--- src/design/rsvm_pkg.sv ---
// Shared constants, types and helpers for the register-stack VM core.
package rsvm_pkg;

	localparam int MEM_WORDS   = 32768;
	localparam int ADDR_W      = $clog2(MEM_WORDS);
	localparam int WORD_W      = 16;
	localparam int STACK_DEPTH = 4096;
	localparam int STK_AW      = $clog2(STACK_DEPTH);
	localparam int SP_W        = $clog2(STACK_DEPTH + 1);
	localparam int NREGS       = 8;
	localparam int REG_AW      = $clog2(NREGS);

	localparam logic [WORD_W-1:0] REG_FIRST = 16'd32768;
	localparam logic [WORD_W-1:0] REG_LAST  = 16'd32775;
	localparam logic [ADDR_W-1:0] ADDR_MASK = 15'h7FFF;

	localparam logic [WORD_W-1:0] OP_HALT = 16'd0;
	localparam logic [WORD_W-1:0] OP_SET  = 16'd1;
	localparam logic [WORD_W-1:0] OP_PUSH = 16'd2;
	localparam logic [WORD_W-1:0] OP_POP  = 16'd3;
	localparam logic [WORD_W-1:0] OP_EQ   = 16'd4;
	localparam logic [WORD_W-1:0] OP_GT   = 16'd5;
	localparam logic [WORD_W-1:0] OP_JMP  = 16'd6;
	localparam logic [WORD_W-1:0] OP_JT   = 16'd7;
	localparam logic [WORD_W-1:0] OP_JF   = 16'd8;
	localparam logic [WORD_W-1:0] OP_ADD  = 16'd9;
	localparam logic [WORD_W-1:0] OP_MULT = 16'd10;
	localparam logic [WORD_W-1:0] OP_MOD  = 16'd11;
	localparam logic [WORD_W-1:0] OP_AND  = 16'd12;
	localparam logic [WORD_W-1:0] OP_OR   = 16'd13;
	localparam logic [WORD_W-1:0] OP_NOT  = 16'd14;
	localparam logic [WORD_W-1:0] OP_RMEM = 16'd15;
	localparam logic [WORD_W-1:0] OP_WMEM = 16'd16;
	localparam logic [WORD_W-1:0] OP_CALL = 16'd17;
	localparam logic [WORD_W-1:0] OP_RET  = 16'd18;
	localparam logic [WORD_W-1:0] OP_OUT  = 16'd19;
	localparam logic [WORD_W-1:0] OP_IN   = 16'd20;
	localparam logic [WORD_W-1:0] OP_NOOP = 16'd21;

	typedef enum logic [2:0] {
		ST_OK      = 3'd0,
		ST_HALT    = 3'd1,
		ST_UNDER   = 3'd2,
		ST_ILLEGAL = 3'd3,
		ST_OVER    = 3'd4,
		ST_MODZERO = 3'd5,
		ST_WAIT    = 3'd6
	} status_t;

	// Resolve an operand word: literal, register, or zero.
	function automatic logic [WORD_W-1:0] opval(input logic [WORD_W-1:0] w,
			input logic [WORD_W-1:0] rdata, input logic rvalid);
		logic [WORD_W-1:0] v;
		if (w < REG_FIRST) begin
			v = w;
		end else if (w > REG_LAST) begin
			v = '0;
		end else begin
			v = rvalid ? rdata : '0;
		end
		return v;
	endfunction

endpackage

--- src/design/rsvm_div.sv ---
// Restoring remainder unit, one quotient bit per cycle.
module rsvm_div import rsvm_pkg::*; (
	input  logic              clk,
	input  logic              arst_n,
	input  logic              start,
	input  logic [WORD_W-1:0] dividend,
	input  logic [WORD_W-1:0] divisor,
	output logic              done,
	output logic [WORD_W-1:0] rem
);

	localparam int CNT_W = $clog2(WORD_W);

	logic              busy_q;
	logic              done_q;
	logic [CNT_W-1:0]  cnt_q;
	logic [WORD_W:0]   r_q;
	logic [WORD_W-1:0] d_q;
	logic [WORD_W-1:0] dvs_q;
	logic [WORD_W:0]   trial;

	assign trial = {r_q[WORD_W-1:0], d_q[WORD_W-1]};

	always_ff @(posedge clk or negedge arst_n) begin
		if (!arst_n) begin
			busy_q <= 1'b0;
			done_q <= 1'b0;
			cnt_q  <= '0;
		end else begin
			done_q <= 1'b0;
			if (start) begin
				busy_q <= 1'b1;
				cnt_q  <= '0;
			end else if (busy_q) begin
				cnt_q <= cnt_q + CNT_W'(1);
				if (cnt_q == CNT_W'(WORD_W - 1)) begin
					busy_q <= 1'b0;
					done_q <= 1'b1;
				end
			end
		end
	end

	always_ff @(posedge clk) begin
		if (start) begin
			r_q   <= '0;
			d_q   <= dividend;
			dvs_q <= divisor;
		end else if (busy_q) begin
			d_q <= {d_q[WORD_W-2:0], 1'b0};
			if (trial >= {1'b0, dvs_q}) begin
				r_q <= trial - {1'b0, dvs_q};
			end else begin
				r_q <= trial;
			end
		end
	end

	assign done = done_q;
	assign rem  = r_q[WORD_W-1:0];

endmodule

--- config.mk ---
export PLATFORM = sky130hd
export DESIGN_NAME = rsvm_div
export DESIGN_NICKNAME = d
export VERILOG_FILES = /design/src/design/rsvm_pkg.sv /design/src/design/rsvm_div.sv
export SDC_FILE = /design/constraint.sdc
export NUM_CORES = 1
export LEC_CHECK = 0
export ABC_AREA = 0
export BUFFER_PORTS_ARGS = -buffer_cell sky130_fd_sc_hd__clkbuf_2
export CAP_MARGIN = 10
export CORE_ASPECT_RATIO = 2
export CORE_MARGIN = 1
export CORE_UTILIZATION = 48
export CTS_CLUSTER_DIAMETER = 150
export CTS_CLUSTER_SIZE = 16
export DETAILED_ROUTE_END_ITERATION = 7
export PLACE_DENSITY_LB_ADDON = 0.05
export SLEW_MARGIN = 20
export SYNTH_ARGS = -nofsm -noshare
export SYNTH_HDL_FRONTEND = slang
export SYNTH_SLANG_ARGS = --single-unit
--- constraint.sdc ---
create_clock -name clk -period 6.7 [get_ports clk]
set_clock_uncertainty 0.1 [all_clocks]
set_input_delay 1.34 -clock clk [delete_from_list [all_inputs] [get_ports clk]]
set_output_delay 1.34 -clock clk [all_outputs]
set_load 0.01 [all_outputs]
==> results of run 1 <==
## layer usage
metal,GRT usage (%),vias up,wire [um]
met5,0,-,0
met4,10.32,0,199
met3,3.712,12,242
met2,39.77,54,3674
met1,24.66,1132,2661
li1,-,1180,-
## tightest hold or removal path: cells and delay by family (launching register included)
family	cells	cell delay, ns
and+or+nand+nor	1	0.09
AOI/OAI and AO/OA	1	0.06
DFF	1	0.33
## flip-flops by register name, summed over array words and instances (netlist names)
name    count
dvs_q      16
done        1
r_q        16
busy_q      1
cnt_q       4
d_q        16
## layout make-up
class,count,share of cell area [%]
multi-input cells,203,42.73
well taps,86,3.037
repair buffers,54,7.839
flip-flops and latches,54,40.40
clock inverters,2,0.2472
inverters,20,2.119
clock buffers,6,3.637
## synthesized netlist by cell type (2+ instances only)
library cell and n:
mux2_2 15, a21o_1 8, o211ai_1 2, a32oi_1 4
a211oi_1 6, a311oi_1 6, a211o_1 3, xor2_1 8
o31a_1 2, o31ai_1 4, nand2b_1 5, o21a_1 2
nand2_1 22, ha_1 17, nor4_1 2, xnor2_1 4
nor2b_1 4, nor3_1 2, nor2_1 22, a21oi_1 8
dfxtp_1 16, nand4_1 3, nand3_1 10, and2_1 3
clkbuf_1 8, a221o_1 4, dfrtp_1 6, o41a_1 2
inv_1 20, o21ai_0 15, edfxtp_1 32, and3_1 4
## worst max path at each step
stage	from	end	slack (ns)	cells past startpoint
3_5_place_dp	start	d_q[15]	3.30	4
5_1_grt	r_q[8]	r_q[3]	3.43	6
2_1_floorplan	start	d_q[0]	4.03	4
3_3_place_gp	start	d_q[15]	3.37	4
4_1_cts	r_q[8]	r_q[3]	3.66	6
6_report	dvs_q[9]	r_q[3]	3.61	7
## power by group through the flow
stage | registers [W] | logic (W) | clock network, W
final | 0.000468 | 0.000551 | 0.000247
after global routing | 0.000477 | 0.000615 | 0.000263
after CTS | 0.000468 | 0.000550 | 0.000254
after detailed placement | 0.000475 | 0.000546 | 0
after global placement | 0.000473 | 0.000544 | 0
after floorplan | 0.000475 | 0.000385 | 0
## logic make-up (layout without fill, tap and decap cells)
logic type | Yosys count | after routing | share of synthesized area (%)
AOI/OAI and AO/OA | 77 | 77 | 20.12
xor gates and xnor gates | 12 | 12 | 3.415
adders and majority gates | 18 | 18 | 7.561
buffers and inverters | 32 | 82 | 4.309
DFF | 54 | 54 | 46.50
muxes | 16 | 16 | 5.813
and+or+nand+nor | 80 | 80 | 12.28
## placed cells by master, fill, tap and decap left out, types with 10 or more instances in the layout
master	n
clkbuf_2	51
edfxtp_1	32
nor2_1	22
nand2_1	22
inv_1	20
ha_1	17
dfxtp_1	16
mux2_2	15
o21ai_0	15
nand3_1	10
## metrics by stage
stage | power, W | hold slack (ns) | cell area, um2
floorplan | 0.0008602 | 0.4052 | 3078
global placement | 0.001017 | 0.4197 | 3406
detailed placement | 0.001021 | 0.4272 | 3406
CTS | 0.001272 | 0.4359 | 3543
global route | 0.001355 | 0.4528 | 3543
finish | 0.001266 | 0.4294 | 3543
==> flow_metrics.env, run 1 <==
export IMPL_status="finished, final reports clean"
export IMPL_crit_chain="inv_1, ha_1, nand4_1, nor4_1, o41a_1, nor2_1, a221o_1"
export IMPL_nets=391
export IMPL_finalWirelength_um=6776
export IMPL_die_area_um2=6756
export IMPL_die_w_um=58.63
export IMPL_grtUsageTotal_pct=22.11
export IMPL_path_buf_inv=1
export IMPL_maxCapViolations=0
export IMPL_period_share_pct=46.14
export IMPL_worstPathArrival_ns=3.17
export IMPL_worstHoldStart="r_q[6]"
export IMPL_cts_buffers=5
export IMPL_row_count=41
export IMPL_netlist_top_cells_area="edfxtp_1, dfxtp_1, ha_1"
export IMPL_wl_per_cell_um=15.94
export IMPL_layout_min_cycle_time_ns=3.091
export IMPL_die_y_um=115.2
export IMPL_synthFlopType="edfxtp_1"
export IMPL_syn_area_um2=3078
export IMPL_cts_resized=0
export IMPL_dp_cells=417
export IMPL_syn_avg_cell_area_um2=10.65
export IMPL_p_leak_nw=1.580
export IMPL_whs_path_depth=2
export IMPL_setup_violations=0
export IMPL_rsz0062_at_grt="false"
export IMPL_drtIter0Drc=102
export IMPL_fin_util_pct=56.62
export IMPL_powerDensity_nw_per_um2=357.2
export IMPL_final_cells=425
export IMPL_worstHoldEndpoint="r_q[6]"
export IMPL_start_kind="register"
export IMPL_root_buffer="clkbuf_16"
export IMPL_p_int_w=0.0007816
export IMPL_hpwl_um=4945
export IMPL_ys_warn_count=0
export IMPL_grt_max_degree=54
export IMPL_reg2reg_depth=7
export IMPL_worstMarginPinSlew_ns=1.014
export IMPL_syn_to_final_growth_pct=15.12
export IMPL_grt_pass1_vias=2309
export IMPL_antenna_cells=0
export IMPL_holdBufCountCts=0
export IMPL_portBuffers=51
export IMPL_synth_top_cell_by_area="edfxtp_1"
export IMPL_timing_rr_start="dvs_q[9]"
export IMPL_drive_above_1_share_pct=23.60
export IMPL_grt_pass1_wl_um=11160
export IMPL_firstDrtPassIters=4
export IMPL_fillers=596
export IMPL_hold_class="reg2reg"
export IMPL_antenna_found_initial=0
export IMPL_io_pins=52
export IMPL_setup_slack_ns=3.609
export IMPL_ff_latch_area_um2=1431
export IMPL_end_kind="register"
export IMPL_vias=2378
export IMPL_max_freq_ghz=0.3235
export IMPL_fin_setup_tns_ns=0
export IMPL_route_detailed_drc=0
export IMPL_multi_input_area_um2=1514
export IMPL_ant_nets=0
export IMPL_seq_area_frac_synth_pct=46.50
export IMPL_synth_nets=342
export IMPL_cp_top_family="simple AND/OR/NAND/NOR gates"
export IMPL_clk_latency_ns=0.30
export IMPL_reg2reg_to="r_q[3]"
export IMPL_routed_via_density=5.595
export IMPL_p_sw_share_pct=38.26
export IMPL_postSynthCellCount=289
export IMPL_netlist_cell_type_count=52
export IMPL_ir_worst_vdd_mv=0.2497
export IMPL_pwr_share_comb_pct=43.6
export IMPL_hold_viol=0
export IMPL_relSlewSlack_pct=32.19
export IMPL_cts_htree_levels=2
export IMPL_place_gp_congestion=0.8882
export IMPL_start_util_pct=49.18
export IMPL_overflow=0
export IMPL_worst_path_max_fanout=10
export IMPL_post_cts_buffers=0
export IMPL_rrSetupSlack_ns=3.61
export IMPL_clk_path_buf_depth=2
export IMPL_synth_edf_count=32
export IMPL_required_ns=6.77
export IMPL_pre_cts_ws_ns=3.302
export IMPL_synth_seq_cells=54
export IMPL_async_reset_ff_share_pct=11.11
export IMPL_drv_slew=0
export IMPL_critPathSlowestCell="nor4_1"
export IMPL_path_class="reg2reg"
export IMPL_path_clk_slew_ns=0.06
export IMPL_clock_sinks=54
export IMPL_cts_tree="built"
export IMPL_clkPwrFrac_pct=19.5
export IMPL_fp_coreArea_um2=6259
export IMPL_switching_power_w=0.0004843
export IMPL_seqPwrFrac_pct=36.9
export IMPL_critical_path_max_stage_delay_ns=0.77
export IMPL_yosys_area_top_type_share_pct=31.22
No activity file was read; power rests on OpenSTA's default activity.
==> run 2: changes to the inputs <==
==> constraint.sdc (replaced) <==
create_clock -name clk -period 2.8 [get_ports clk]
set_clock_uncertainty 0.1 [all_clocks]
set_input_delay 0.56 -clock clk [delete_from_list [all_inputs] [get_ports clk]]
set_output_delay 0.56 -clock clk [all_outputs]
set_load 0.01 [all_outputs]
==> run 2 against run 1 <==
- register-to-register slack got worse by 3.5 ns
- critical path depth grew 3
- via count increased by 4.2%
- fmax rose by 16%
- clock power rose by 140%
- design area up 5.0%
- sequential share of layout area down 1.9 points
==> flow_metrics.env, run 2 (synthesized netlist as in run 1, its figures left out) <==
export IMPL_path_class="reg2reg"
export IMPL_root_buffer="clkbuf_16"
export IMPL_required_ns=2.92
export IMPL_maxCapViolations=0
export IMPL_wl_per_cell_um=15.91
export IMPL_portBuffers=51
export IMPL_period_share_pct=95.18
export IMPL_drive_above_1_share_pct=28.33
export IMPL_die_area_um2=6756
export IMPL_hpwl_um=5542
export IMPL_reg2reg_to="r_q[14]"
export IMPL_finalWirelength_um=7095
export IMPL_drv_slew=0
export IMPL_route_detailed_drc=0
export IMPL_startpoint="d_q[15]"
export IMPL_timing_rr_start="d_q[15]"
export IMPL_io_pins=52
export IMPL_grt_pass1_wl_um=11570
export IMPL_vias=2478
export IMPL_layout_min_cycle_time_ns=2.665
export IMPL_path_clk_slew_ns=0.07
export IMPL_grtUsageTotal_pct=23.01
export IMPL_start_kind="register"
export IMPL_seqPwrFrac_pct=34.4
export IMPL_pwr_share_comb_pct=46.6
export IMPL_grt_pass1_vias=2490
export IMPL_fillers=590
export IMPL_worstPathArrival_ns=2.79
export IMPL_layout_common_cells="clkbuf_2, edfxtp_1, nor2_1, nand2_1, buf_4"
export IMPL_overflow=0
export IMPL_routed_via_density=5.556
export IMPL_nets=412
export IMPL_fin_util_pct=59.48
export IMPL_antenna_cells=0
export IMPL_end_kind="register"
export IMPL_worst_path_max_fanout=3
export IMPL_rrSetupSlack_ns=0.13
export IMPL_p_leak_nw=1.690
export IMPL_hold_class="in2reg"
export IMPL_drtIter0Drc=122
export IMPL_max_freq_ghz=0.3752
export IMPL_clkPwrFrac_pct=19.0
export IMPL_place_gp_congestion=0.8359
export IMPL_reg_top3="d_q: 16 flops, dvs_q: 16 flops, r_q: 16 flops"
export IMPL_syn_to_final_growth_pct=20.93
export IMPL_fp_coreArea_um2=6259
export IMPL_reg2reg_depth=10
export IMPL_clk_path_buf_depth=2
export IMPL_p_sw_share_pct=37.71
export IMPL_grt_max_degree=24
export IMPL_setup_violations=0
export IMPL_place_area_um2=3553
export IMPL_antenna_found_initial=0
export IMPL_layout_commonest_cell="clkbuf_2"
export IMPL_clock_sinks=54
export IMPL_cts_buffers=5
export IMPL_firstDrtPassIters=4
export IMPL_final_area_um2=3722
export IMPL_critical_path_endpoint="r_q[14]"
export IMPL_worstMarginPinSlew_ns=0.7619
export IMPL_cts_htree_levels=2
export IMPL_switching_power_w=0.001188
export IMPL_ir_worst_vdd_mv=0.4443
export IMPL_row_count=41
export IMPL_setup_slack_ns=0.1350
export IMPL_p_int_w=0.001962
export IMPL_die_w_um=58.63
export IMPL_cts_tree="built"
export IMPL_relSlewSlack_pct=48.67
export IMPL_powerDensity_nw_per_um2=846.4
export IMPL_die_y_um=115.2
export IMPL_pre_cts_ws_ns=0.09802
export IMPL_ant_nets=0
export IMPL_clk_latency_ns=0.29
export IMPL_start_util_pct=49.18
export IMPL_hold_viol=0
export IMPL_status="finished, final reports clean"
==> run 2: per-stage QoR <==
stage | total power, W | TNS, ns | instances | hold WS, ns
finish | 0.003151 | 0 | 446 | 0.3357
global route | 0.003362 | -0.005624 | 446 | 0.3349
CTS | 0.003172 | 0 | 444 | 0.3328
detailed placement | 0.002565 | 0 | 435 | 0.2952
global placement | 0.002562 | 0 | 435 | 0.2935
floorplan | 0.002058 | 0 | 289 | 0.1644
==> run 2: area by class of cell <==
cell class	count	area (um2)	share of cell area [%]
clock inverter	2	10.01	0.2689
sequential	54	1431	38.45
inverter	20	75.07	2.017
tap	86	107.6	2.891
multi-input combinational	203	1519	40.81
clock buffer	6	128.9	3.462
timing repair buffer	75	450.4	12.10
==> run 2: timing repair <==
action                     in CTS  in global routing
hold buffers                    1                  0
gates resized for setup         0                  1
hold endpoints to repair        6                  0
buffers inserted                0                  2
setup endpoints to repair       0                  9
==> run 2: worst min path at each step <==
| stage | slack (ns) | startpoint | depth (start not counted) | endpoint |
|---|---|---|---|---|
| after floorplan | 0.16 | arst_n | 0 | busy_q |
| after global placement | 0.29 | arst_n | 1 | cnt_q[0] |
| after detailed placement | 0.30 | arst_n | 1 | cnt_q[0] |
| after CTS | 0.33 | divisor[5] | 1 | dvs_q[5] |
| after global routing | 0.33 | divisor[7] | 1 | dvs_q[7] |
| final | 0.34 | divisor[10] | 1 | dvs_q[10] |
==> run 2: worst max-delay path, stage by stage, from the launching register on <==
cell	delay, ns
edfxtp_1	0.39
inv_1	0.07
ha_1	0.16
inv_1	0.05
fa_1	0.40
a21o_1	0.21
a221o_1	0.33
and3_4	0.21
o41a_1	0.37
xnor2_1	0.13
o21ai_0	0.16
==> run 2: power groups by stage <==
stage                     clock, W  sequential [W]  combinational, W
after detailed placement         0         0.00110           0.00146
after global placement           0         0.00110           0.00146
after floorplan                  0         0.00114          0.000921
after global routing      0.000637         0.00110           0.00162
after CTS                 0.000615         0.00109           0.00147
final                     0.000599         0.00108           0.00147
==> run 2: per-layer routing <==
layer  routed length [um]  global-route usage [%]
met4                  204                   11.11
met5                    0                       0
met2                 3978                   43.52
met3                  237                   3.600
met1                 2674                   23.65
