<file path="config.mk">
export PLATFORM = sky130hd
export DESIGN_NAME = rsvm_ram
export DESIGN_NICKNAME = d
export VERILOG_FILES = /design/src/design/rsvm_ram.sv
export SDC_FILE = /design/constraint.sdc
export NUM_CORES = 1
export LEC_CHECK = 0
export BUFFER_PORTS_ARGS = -buffer_cell sky130_fd_sc_hd__buf_2
export CELL_PAD_IN_SITES_DETAIL_PLACEMENT = 2
export CELL_PAD_IN_SITES_GLOBAL_PLACEMENT = 2
export CORE_MARGIN = 5
export CORE_UTILIZATION = 45
export DETAILED_ROUTE_END_ITERATION = 8
export HOLD_SLACK_MARGIN = 0.03
export PLACE_DENSITY = 0.77
export SYNTH_ARGS = -nofsm -noshare
export SYNTH_HDL_FRONTEND = slang
export SYNTH_SLANG_ARGS = --single-unit
</file>
<file path="constraint.sdc">
create_clock -name clk -period 4.4 [get_ports clk]
set_clock_uncertainty 0.1 [all_clocks]
set_input_delay 0.44 -clock clk [delete_from_list [all_inputs] [get_ports clk]]
set_output_delay 0.44 -clock clk [all_outputs]
set_load 0.05 [all_outputs]
</file>
<file path="src/design/rsvm_ram.sv">
// Generic simple dual-port RAM with registered read.
module rsvm_ram #(
	parameter int WIDTH = 16,
	parameter int DEPTH = 16
) (
	input  logic                     clk,
	input  logic                     we,
	input  logic [$clog2(DEPTH)-1:0] waddr,
	input  logic [WIDTH-1:0]         wdata,
	input  logic [$clog2(DEPTH)-1:0] raddr,
	output logic [WIDTH-1:0]         rdata
);

	logic [WIDTH-1:0] mem [DEPTH];

	always_ff @(posedge clk) begin
		if (we) begin
			mem[waddr] <= wdata;
		end
		rdata <= mem[raddr];
	end

endmodule

</file>
==> results.md, run 1 <==
| Item | Reported | Unit |
|:---|:---|:---|
| Result of the run | finished, final reports clean | - |
| Post-route worst hold slack | 0.1592 | ns |
| Internal Power | 4.565 | mW |
| Worst slack, placed | 1.828 | ns |
| Most used DFF post-synth | edfxtp_1 | - |
| Worst path top cell family by delay | buffers and inverters | - |
| PostCTS Resize Cnt | 0 | - |
| Detailed Route Iter0 Violations | 519 | - |
| Cells taking the most area after synthesis | edfxtp_1 (77%), mux4_2 (12%), dfxtp_1 (3.2%) | - |
| Layout Utilization | 53.56 | % |
| # nets final | 531 | - |
| TritonCTS clock tree | yes | - |
| HPWL reported at the end of detailed placement | 14,390 | µm |
| Final critical-path share of the clock period | 46.54 | % |
| Initial standard-cell utilization of the core | 45.88 | % |
| Aggregate global routing overflow | 0 | - |
| Flop and latch count out of synthesis | 272 | - |
| Library cell with the highest instance count after synthesis | edfxtp_1 | - |
| Area growth, synth to finish | 16.73 | % |
| Fin. Hold Viols | 0 | - |
| Switching part of the total power | 21.16 | % |
| Vertical die dimension | 159.4 | µm |
| Crit path largest cell delay | 0.60 | ns |
| Area of the mapped netlist | 0.01004 | mm² |
| Post-synth top area share | 76.54 | % |
| Transition time at the pin with the least slew margin | 1.077 | ns |
| Clock latency reported for the late side of the worst-skew pair | 0.55 | ns |
| Number of search-and-repair iterations in the first detailed-routing pass | 5 | - |
| Number of antenna violations at the first check in global routing | 1 | - |
| Clock period minus worst slack | 2.048 | ns |
| Antenna-violating nets left | 0 | - |
| Ratio of routed vias to standard cells | 5.973 | - |
| Number of H-tree branching levels | 1 | - |
| Fin cells | 809 | - |
| Placed cell area | 0.01070 | mm² |
| Sequential element share of the synthesized area | 79.73 | % |
| Switch Pwr | 1.225 | mW |
| Fraction of synthesis flops using an asynchronous set or reset pin | 0 | % |
| Total wire length after detailed routing | 26,020 | µm |
| Worst-case clock buffer depth | 3 | - |
| Area of the die | 0.02541 | mm² |
| Synthesized Nets | 458 | - |
| Final WS setup | 2.352 | ns |
| Post-route cell area | 0.01172 | mm² |
| Critical Path Sink Type | flip-flop | - |
| Worst hold path class | input pin to flip-flop | - |
| Number of flops mapped to enable cells by yosys | 256 | - |
| Clock Sink Count | 272 | - |
| CTS Hold Buffers Added | 0 | - |
| Core box area | 0.02189 | mm² |
| Master of the slowest instance on the critical path | mux4_1 | - |
| Unique masters post-synth | 19 | - |
| Cells along the critical path | buf_4 -> buf_12 -> mux4_1 -> a22oi_1 -> nand2_1 | - |
| RSZ-0062 raised after global routing | false | - |
| Peak supply drop | 391.4 | µV |
| Input/output buffers | 41 | - |
| Met2 routed wirelength | 13,410 | µm |
| Cell leakage power | 3.864 | nW |
| DR vias | 4,832 | - |
| Power density cells | 493.9 | mW/mm² |
| Setup TNS | 0 | ns |
| Part of the total power dissipated in combinational logic | 5.6 | % |
| Overall global routing resource usage | 20.72 | % |
| Top layer reached by signal wires | met5 | - |
| Master cell of the clock root buffer | clkbuf_16 | - |
| Post-CTS setup buffers | 0 | - |
| Headroom to the max-slew limit | 28.18 | % |
| First-pass GRT wire length | 38,500 | µm |
| Post-Synthesis Mean Instance Area | 23.25 | µm² |
| Chip Width | 159.4 | µm |
| YS warnings | 0 | - |
| Wire length on met3 | 1465 | µm |
| Setup Viol. Count Final | 0 | - |
| Post-placement cell count | 753 | - |
| Final max-slew violation count | 0 | - |
| Synth cell count leaders | edfxtp_1 (256), mux4_2 (54), a22oi_1 (32), nand2_1 (17), dfxtp_1 (16) | - |
| Post-route DRC violation count | 0 | - |
| Met1 Wirelength | 10,810 | µm |
| Arrival time at the worst endpoint | 2.36 | ns |
| Cell taking the most area after synthesis | edfxtp_1 | - |
| Fmax | 0.4884 | GHz |
| Class of the most critical setup path | input pin to flip-flop | - |
| Sequential Power Share | 50.4 | % |
| Gate Count Post-Synth | 432 | - |
| Largest fanout of any net on the critical path | 33 | - |
| Pin count of the biggest net entering global routing | 48 | - |
| Startpoint Class | input pin | - |
| Clock transition at the registers of the reported paths | 0.06 | ns |
| Cell row count | 54 | - |
| Maximum Capacitance Violations | 0 | - |
| Vias in the first global route | 5,468 | - |
| Share of final-layout standard cells stronger than drive strength 1 | 34.40 | % |
| Data required time at the worst endpoint | 4.71 | ns |
| Global placer's final weighted congestion | 0.6764 | - |
| Part of the total power dissipated in the clock network | 44.0 | % |
| Post-DR wirelength/cell | 32.17 | µm |
| Diode count | 0 | - |
| Worst path buffer plus inverter count | 2 | - |
| Total power draw | 5.790 | mW |
| Number of buffers created by CTS | 30 | - |
| Top-level port count | 42 | - |
cells in the final DEF (no fill, tap or decap), types with 3 or more instances in the layout:
| cell type | netlist | final |
|---|---|---|
| edfxtp_1 | 256 | 256 |
| mux4_2 | 54 | 54 |
| buf_2 | 3 | 40 |
| a22oi_1 | 32 | 32 |
| clkbuf_16 | 0 | 31 |
| buf_4 | 3 | 21 |
| nand2_1 | 17 | 17 |
| dfxtp_1 | 16 | 16 |
| nor2_2 | 0 | 12 |
| mux4_1 | 10 | 10 |
| clkinv_2 | 0 | 8 |
| clkbuf_8 | 0 | 6 |
| clkbuf_1 | 8 | 5 |
| nor3_2 | 0 | 4 |
| bufinv_16 | 0 | 3 |
sequential cells by signal, summed over array words and instances (netlist names):
signal  flops
rdata      16
mem       256
power by group through the flow:
| stage | combinational, mW | clock [mW] | sequential [mW] |
|---|---|---|---|
| after floorplan | 0.141 | 0 | 3.02 |
| after global placement | 0.304 | 0 | 2.97 |
| after detailed placement | 0.324 | 0 | 2.97 |
| after CTS | 0.329 | 2.61 | 2.92 |
| after global routing | 0.342 | 2.75 | 2.92 |
| final | 0.322 | 2.55 | 2.92 |
cell families after synthesis:
kind of cell / Yosys count / synth area share, %
mux: 64 / 14.73
buf+inv: 21 / 1.233
flops: 272 / 79.73
simple gates: 43 / 1.918
compound gates: 32 / 2.392
layout make-up:
class / instances / area, µm²
Clock inverter: 14 / 148.9
Fill cell: 1852 / 10170
Timing Repair Buffer: 62 / 377.9
Multi-Input combinational cell: 139 / 1962
Tap cell: 280 / 350.3
Sequential cell: 272 / 8008
Clock buffer: 42 / 877.1
metal layers:
metal | global-route usage, % | vias up
met5 | 0 | -
met3 | 3.935 | 31
li1 | - | 1987
met1 | 28.94 | 2649
met2 | 35.15 | 163
met4 | 2.986 | 2
worst paths after layout:
check        slack, ns  cells past startpoint   startpoint          to
min               0.16                      1     wdata[5]  mem[14][5]
min reg2reg       0.58                      3  mem[12][12]   rdata[12]
max               2.35                      5     raddr[0]    rdata[3]
max reg2reg       2.85                      3   mem[11][0]    rdata[0]
Power figures use the tool's default switching activity.
==> run 2: changes to the inputs <==
CORE_UTILIZATION = 44   (was 45)
PLACE_DENSITY = 0.78   (was 0.77)
clock period = 1.87 ns   (was 4.4 ns; I/O delays follow)
==> results.md, run 2 (same netlist as run 1, synthesis figures left out) <==
| Item | Reported | Unit |
|:---|:---|:---|
| Result of the run | finished, final reports clean | - |
| Post-DR wirelength/cell | 31.29 | µm |
| Transition time at the pin with the least slew margin | 1.097 | ns |
| TritonCTS clock tree | yes | - |
| RSZ-0062 raised after global routing | false | - |
| Maximum Capacitance Violations | 0 | - |
| Post-CTS setup buffers | 0 | - |
| Most common cell after layout, fill and taps aside | edfxtp_1 | - |
| Number of H-tree branching levels | 1 | - |
| Detailed Route Iter0 Violations | 442 | - |
| Worst slack, placed | 0.1180 | ns |
| Data required time at the worst endpoint | 2.17 | ns |
| Final WS setup | 0.2909 | ns |
| R2R Path Start | mem[1][7] | - |
| Core box area | 0.02257 | mm² |
| Aggregate global routing overflow | 0 | - |
| Cell row count | 55 | - |
| Diode count | 0 | - |
| Worst hold path class | input pin to flip-flop | - |
| Cell leakage power | 4.004 | nW |
| Antenna-violating nets left | 0 | - |
| Global placer's final weighted congestion | 0.7055 | - |
| HPWL reported at the end of detailed placement | 15,300 | µm |
| Post-placement cell count | 763 | - |
| Master cell of the clock root buffer | clkbuf_16 | - |
| Number of search-and-repair iterations in the first detailed-routing pass | 4 | - |
| Endpoint of the worst hold path | mem[0][9] | - |
| Number of buffers created by CTS | 29 | - |
| Hold Startpoint | waddr[1] | - |
| Top flop regs | mem (256), rdata (16) | - |
| Arrival time at the worst endpoint | 1.88 | ns |
| Setup Viol. Count Final | 0 | - |
| Total wire length after detailed routing | 26,040 | µm |
| Setup TNS | 0 | ns |
| Cell depth of the worst hold path | 3 | - |
| Clock period minus worst slack | 1.579 | ns |
| Most frequent cells in the layout | edfxtp_1 (256), mux4_2 (54), buf_2 (40) | - |
| Vertical die dimension | 161.1 | µm |
| Area growth, synth to finish | 20.90 | % |
| Crit Reg-Reg Endpoint | rdata[7] | - |
| Chip Width | 161.1 | µm |
| First-pass GRT wire length | 38,610 | µm |
| Number of fillers in the final layout | 1,860 | - |
| Ratio of routed vias to standard cells | 5.769 | - |
| DR vias | 4,800 | - |
| Input/output buffers | 41 | - |
| Headroom to the max-slew limit | 26.84 | % |
| Fin. Hold Viols | 0 | - |
| # nets final | 551 | - |
| Pin count of the biggest net entering global routing | 38 | - |
| Class of the most critical setup path | flip-flop to flip-flop | - |
| Post-route DRC violation count | 0 | - |
| Peak supply drop | 772.6 | µV |
| Largest fanout of any net on the critical path | 1 | - |
| Clock transition at the registers of the reported paths | 0.06 | ns |
| Initial standard-cell utilization of the core | 44.50 | % |
| Clock Sink Count | 272 | - |
| Final critical-path share of the clock period | 84.44 | % |
| Critical Path Sink Type | flip-flop | - |
| Number of flip-flops in the largest register | 256 | - |
| Overall global routing resource usage | 20.67 | % |
| R2R Setup Slk | 0.29 | ns |
| Startpoint Class | flip-flop | - |
| Largest register by flop count | mem | - |
| Final max-slew violation count | 0 | - |
| Fmax | 0.6333 | GHz |
| Top-level port count | 42 | - |
| Total power draw | 13.76 | mW |
| Power density cells | 1133 | mW/mm² |
| Number of antenna violations at the first check in global routing | 0 | - |
| Area of the die | 0.02595 | mm² |
| Share of final-layout standard cells stronger than drive strength 1 | 33.46 | % |
| Worst-case clock buffer depth | 3 | - |
| Worst R2R Path Depth | 3 | - |
| Clock latency reported for the late side of the worst-skew pair | 0.53 | ns |
| Fin cells | 832 | - |
| Vias in the first global route | 5,541 | - |
==> run 2: how the worst max path moves through the flow <==
stage | cells past startpoint | from | end | slack [ns]
floorplan | 2 | waddr[2] | mem[1][0] | -0.03
global placement | 5 | raddr[0] | rdata[10] | 0.14
detailed placement | 5 | raddr[0] | rdata[10] | 0.12
CTS | 3 | mem[1][7] | rdata[7] | 0.29
global route | 3 | mem[1][7] | rdata[7] | 0.28
finish | 3 | mem[1][7] | rdata[7] | 0.29
==> run 2: repair_timing <==
item	in CTS	in global routing
hold buffers	16	0
hold endpoints to repair	256	0
gates resized for setup	0	0
==> run 2: area by class of cell <==
| type | instances | area (µm²) | share of cell area [%] |
|---|---|---|---|
| Sequential cell | 272 | 8008 | 65.95 |
| Multi-Input combinational cell | 139 | 1968 | 16.21 |
| Clock buffer | 43 | 848.3 | 6.986 |
| Timing Repair Buffer | 83 | 788.3 | 6.491 |
| Tap cell | 285 | 356.6 | 2.937 |
| Clock inverter | 10 | 173.9 | 1.432 |
==> run 2: power by group <==
part           internal, mW  switching [mW]  leakage (nW)
clock                  3.80            2.27         0.504
combinational         0.300           0.520          1.05
sequential             6.82          0.0535          2.45
total                  10.9            2.84          4.00
==> run 2: critical path, cell delays in order (launching register included) <==
cell and delay (ns):
edfxtp_1 0.42, mux4_1 0.57, a22oi_1 0.25, nand2_1 0.11
==> run 2: stage by stage <==
| stage | utilization [%] | cell area, µm² | hold slack, ns |
|---|---|---|---|
| 5_1_grt | 53.80 | 12140 | 0.1748 |
| 2_1_floorplan | - | 10060 | 0.1859 |
| 3_3_place_gp | 48.56 | 10960 | 0.4453 |
| 4_1_cts | 53.80 | 12140 | 0.1663 |
| 3_5_place_dp | 48.56 | 10960 | 0.4767 |
| 6_report | 53.80 | 12140 | 0.1770 |
==> run 2: per-layer routing <==
| metal | global-route usage (%) | vias to the layer above | share of wire [%] |
|---|---|---|---|
| met5 | 0 | - | 0 |
| met4 | 5.506 | 0 | 2.7 |
| met3 | 3.241 | 50 | 4.4 |
| met2 | 34.67 | 165 | 51 |
| met1 | 28.62 | 2553 | 42 |
| li1 | - | 2032 | - |
==> run 3: changes to the inputs <==
CORE_UTILIZATION = 45   (was 44)
PLACE_DENSITY = 0.77   (was 0.78)
clock period = 1.5 ns   (was 1.87 ns; I/O delays follow)
==> results.md, run 3 (same netlist as run 1, synthesis figures left out) <==
| Item | Reported | Unit |
|:---|:---|:---|
| Vertical die dimension | 159.4 | µm |
| Clock period minus worst slack | 1.467 | ns |
| Cell row count | 54 | - |
| Top flop regs | mem (256), rdata (16) | - |
| Data required time at the worst endpoint | 1.82 | ns |
| Share of final-layout standard cells stronger than drive strength 1 | 35.83 | % |
| Area of the die | 0.02541 | mm² |
| Layout Utilization | 55.90 | % |
| Fmax | 0.6816 | GHz |
| HPWL reported at the end of detailed placement | 15,870 | µm |
| Cells along the critical path | mux4_1 -> a22oi_1 -> nand2_1 | - |
| Clock transition at the registers of the reported paths | 0.07 | ns |
| Result of the run | finished, final reports clean | - |
| Initial standard-cell utilization of the core | 45.88 | % |
| Input/output buffers | 41 | - |
| Post-route DRC violation count | 0 | - |
| Critical Path Sink Type | flip-flop | - |
| Post-route worst hold slack | 0.06953 | ns |
| Post-CTS setup buffers | 0 | - |
| Core box area | 0.02189 | mm² |
| Worst setup path startpoint | mem[1][3] | - |
| Crit Reg-Reg Endpoint | rdata[3] | - |
| Clock Sink Count | 272 | - |
| Pin count of the biggest net entering global routing | 28 | - |
| Most frequent cells in the layout | edfxtp_1 (256), mux4_2 (55), buf_2 (40) | - |
| Worst R2R Path Depth | 3 | - |
| Detailed Route Iter0 Violations | 449 | - |
| Number of flip-flops in the largest register | 256 | - |
| Post-placement cell count | 773 | - |
| Transition time at the pin with the least slew margin | 0.7380 | ns |
| Overall global routing resource usage | 21.35 | % |
| Capture point of the worst path | rdata[3] | - |
| Global placer's final weighted congestion | 0.7246 | - |
| Class of the most critical setup path | flip-flop to flip-flop | - |
| Aggregate global routing overflow | 0 | - |
| Most common cell after layout, fill and taps aside | edfxtp_1 | - |
| Peak supply drop | 970.2 | µV |
| Master of the slowest instance on the critical path | mux4_1 | - |
| Largest register by flop count | mem | - |
| Headroom to the max-slew limit | 50.70 | % |
| Cell leakage power | 4.057 | nW |
| Total wire length after detailed routing | 26,700 | µm |
| DR vias | 4,946 | - |
| Crit path largest cell delay | 0.55 | ns |
| Fin. Hold Viols | 0 | - |
| Worst path buffer plus inverter count | 0 | - |
| Number of antenna violations at the first check in global routing | 0 | - |
| Worst hold path class | input pin to flip-flop | - |
| Top-level port count | 42 | - |
| Vias in the first global route | 5,558 | - |
| Total power draw | 16.68 | mW |
| Post-DR wirelength/cell | 31.71 | µm |
| Worst path top cell family by delay | multiplexers | - |
| Power density cells | 1363 | mW/mm² |
| Antenna-violating nets left | 0 | - |
| First-pass GRT wire length | 39,910 | µm |
| R2R Path Start | mem[1][3] | - |
| Maximum Capacitance Violations | 0 | - |
| Final critical-path share of the clock period | 97.81 | % |
| Setup TNS | 0 | ns |
| Setup Viol. Count Final | 0 | - |
| Startpoint Class | flip-flop | - |
| Fin cells | 842 | - |
| Number of buffers created by CTS | 29 | - |
| # nets final | 566 | - |
| Depth of the critical timing path with buffers and inverters included | 3 | - |
| Area growth, synth to finish | 21.84 | % |
| RSZ-0062 raised after global routing | false | - |
| Master cell of the clock root buffer | clkbuf_16 | - |
| Final max-slew violation count | 0 | - |
| Number of search-and-repair iterations in the first detailed-routing pass | 5 | - |
| Largest fanout of any net on the critical path | 1 | - |
| Ratio of routed vias to standard cells | 5.874 | - |
| R2R Setup Slk | 0.03 | ns |
| Chip Width | 159.4 | µm |
| Number of H-tree branching levels | 1 | - |
| TritonCTS clock tree | yes | - |
| Clock latency reported for the late side of the worst-skew pair | 0.54 | ns |
| Arrival time at the worst endpoint | 1.79 | ns |
| Worst-case clock buffer depth | 3 | - |
==> run 3: cell count changes in the layout (fill, tap and decap cells not counted), moves of 2 or more <==
cell	change
buf_4	+12
a22oi_1	-3
a22oi_2	+3
buf_12	+3
bufinv_16	-3
nor3_2	-3
nor3_4	+3
clkinv_2	+2
==> run 3: worst min-delay path by stage <==
stage | start | depth (start not counted) | slack [ns] | to
global route | waddr[0] | 3 | 0.07 | mem[0][7]
floorplan | wdata[0] | 0 | 0.15 | mem[0][0]
global placement | wdata[7] | 1 | 0.41 | mem[0][7]
CTS | waddr[0] | 3 | 0.05 | mem[0][9]
finish | waddr[0] | 3 | 0.07 | mem[0][7]
detailed placement | wdata[7] | 1 | 0.44 | mem[6][7]
==> run 3: what timing repair did <==
action                                  4_1_cts  5_1_grt
hold buffers                                 16        0
hold endpoints to repair                    256        0
endpoints found under the setup margin        0        4
resized for setup                             0        4
==> run 3: metrics by stage <==
step | worst slack (ns) | instance area [µm²]
after floorplan | -0.2710 | 10100
after global placement | -0.2094 | 11130
after detailed placement | -0.2329 | 11130
after CTS | 0.003908 | 12220
after global routing | 0.001758 | 12230
final | 0.03288 | 12240
==> run 3: layout make-up <==
cell class,instances,area [µm²]
fill,1788,9654
antenna,1,2.502
timing repair buffer,98,938.4
sequential,272,8008
clock inverter,10,102.6
tap,280,350.3
clock buffer,42,834.6
multi-input combinational,139,2001
==> run 3: per-layer routing <==
layer  vias up  track usage (%)  share of wire, %  routed length [µm]
met5         -                0                 0                   0
met1      2703            30.19                42               11260
li1       2062                -                 -                   -
met4         0            3.606               1.4                 365
met3        26            3.081               4.6                1228
met2       155            36.34                52               13840
==> run 3: worst min-delay path: stages <==
cell and delay [ns]:
buf_2 0.14, nor3_4 0.05, buf_12 0.16
==> run 3: where the power goes <==
part           switching, mW  leakage (nW)  internal (mW)
registers             0.0673          2.45           8.50
clock network           2.85         0.467           4.18
logic                  0.669          1.14          0.411
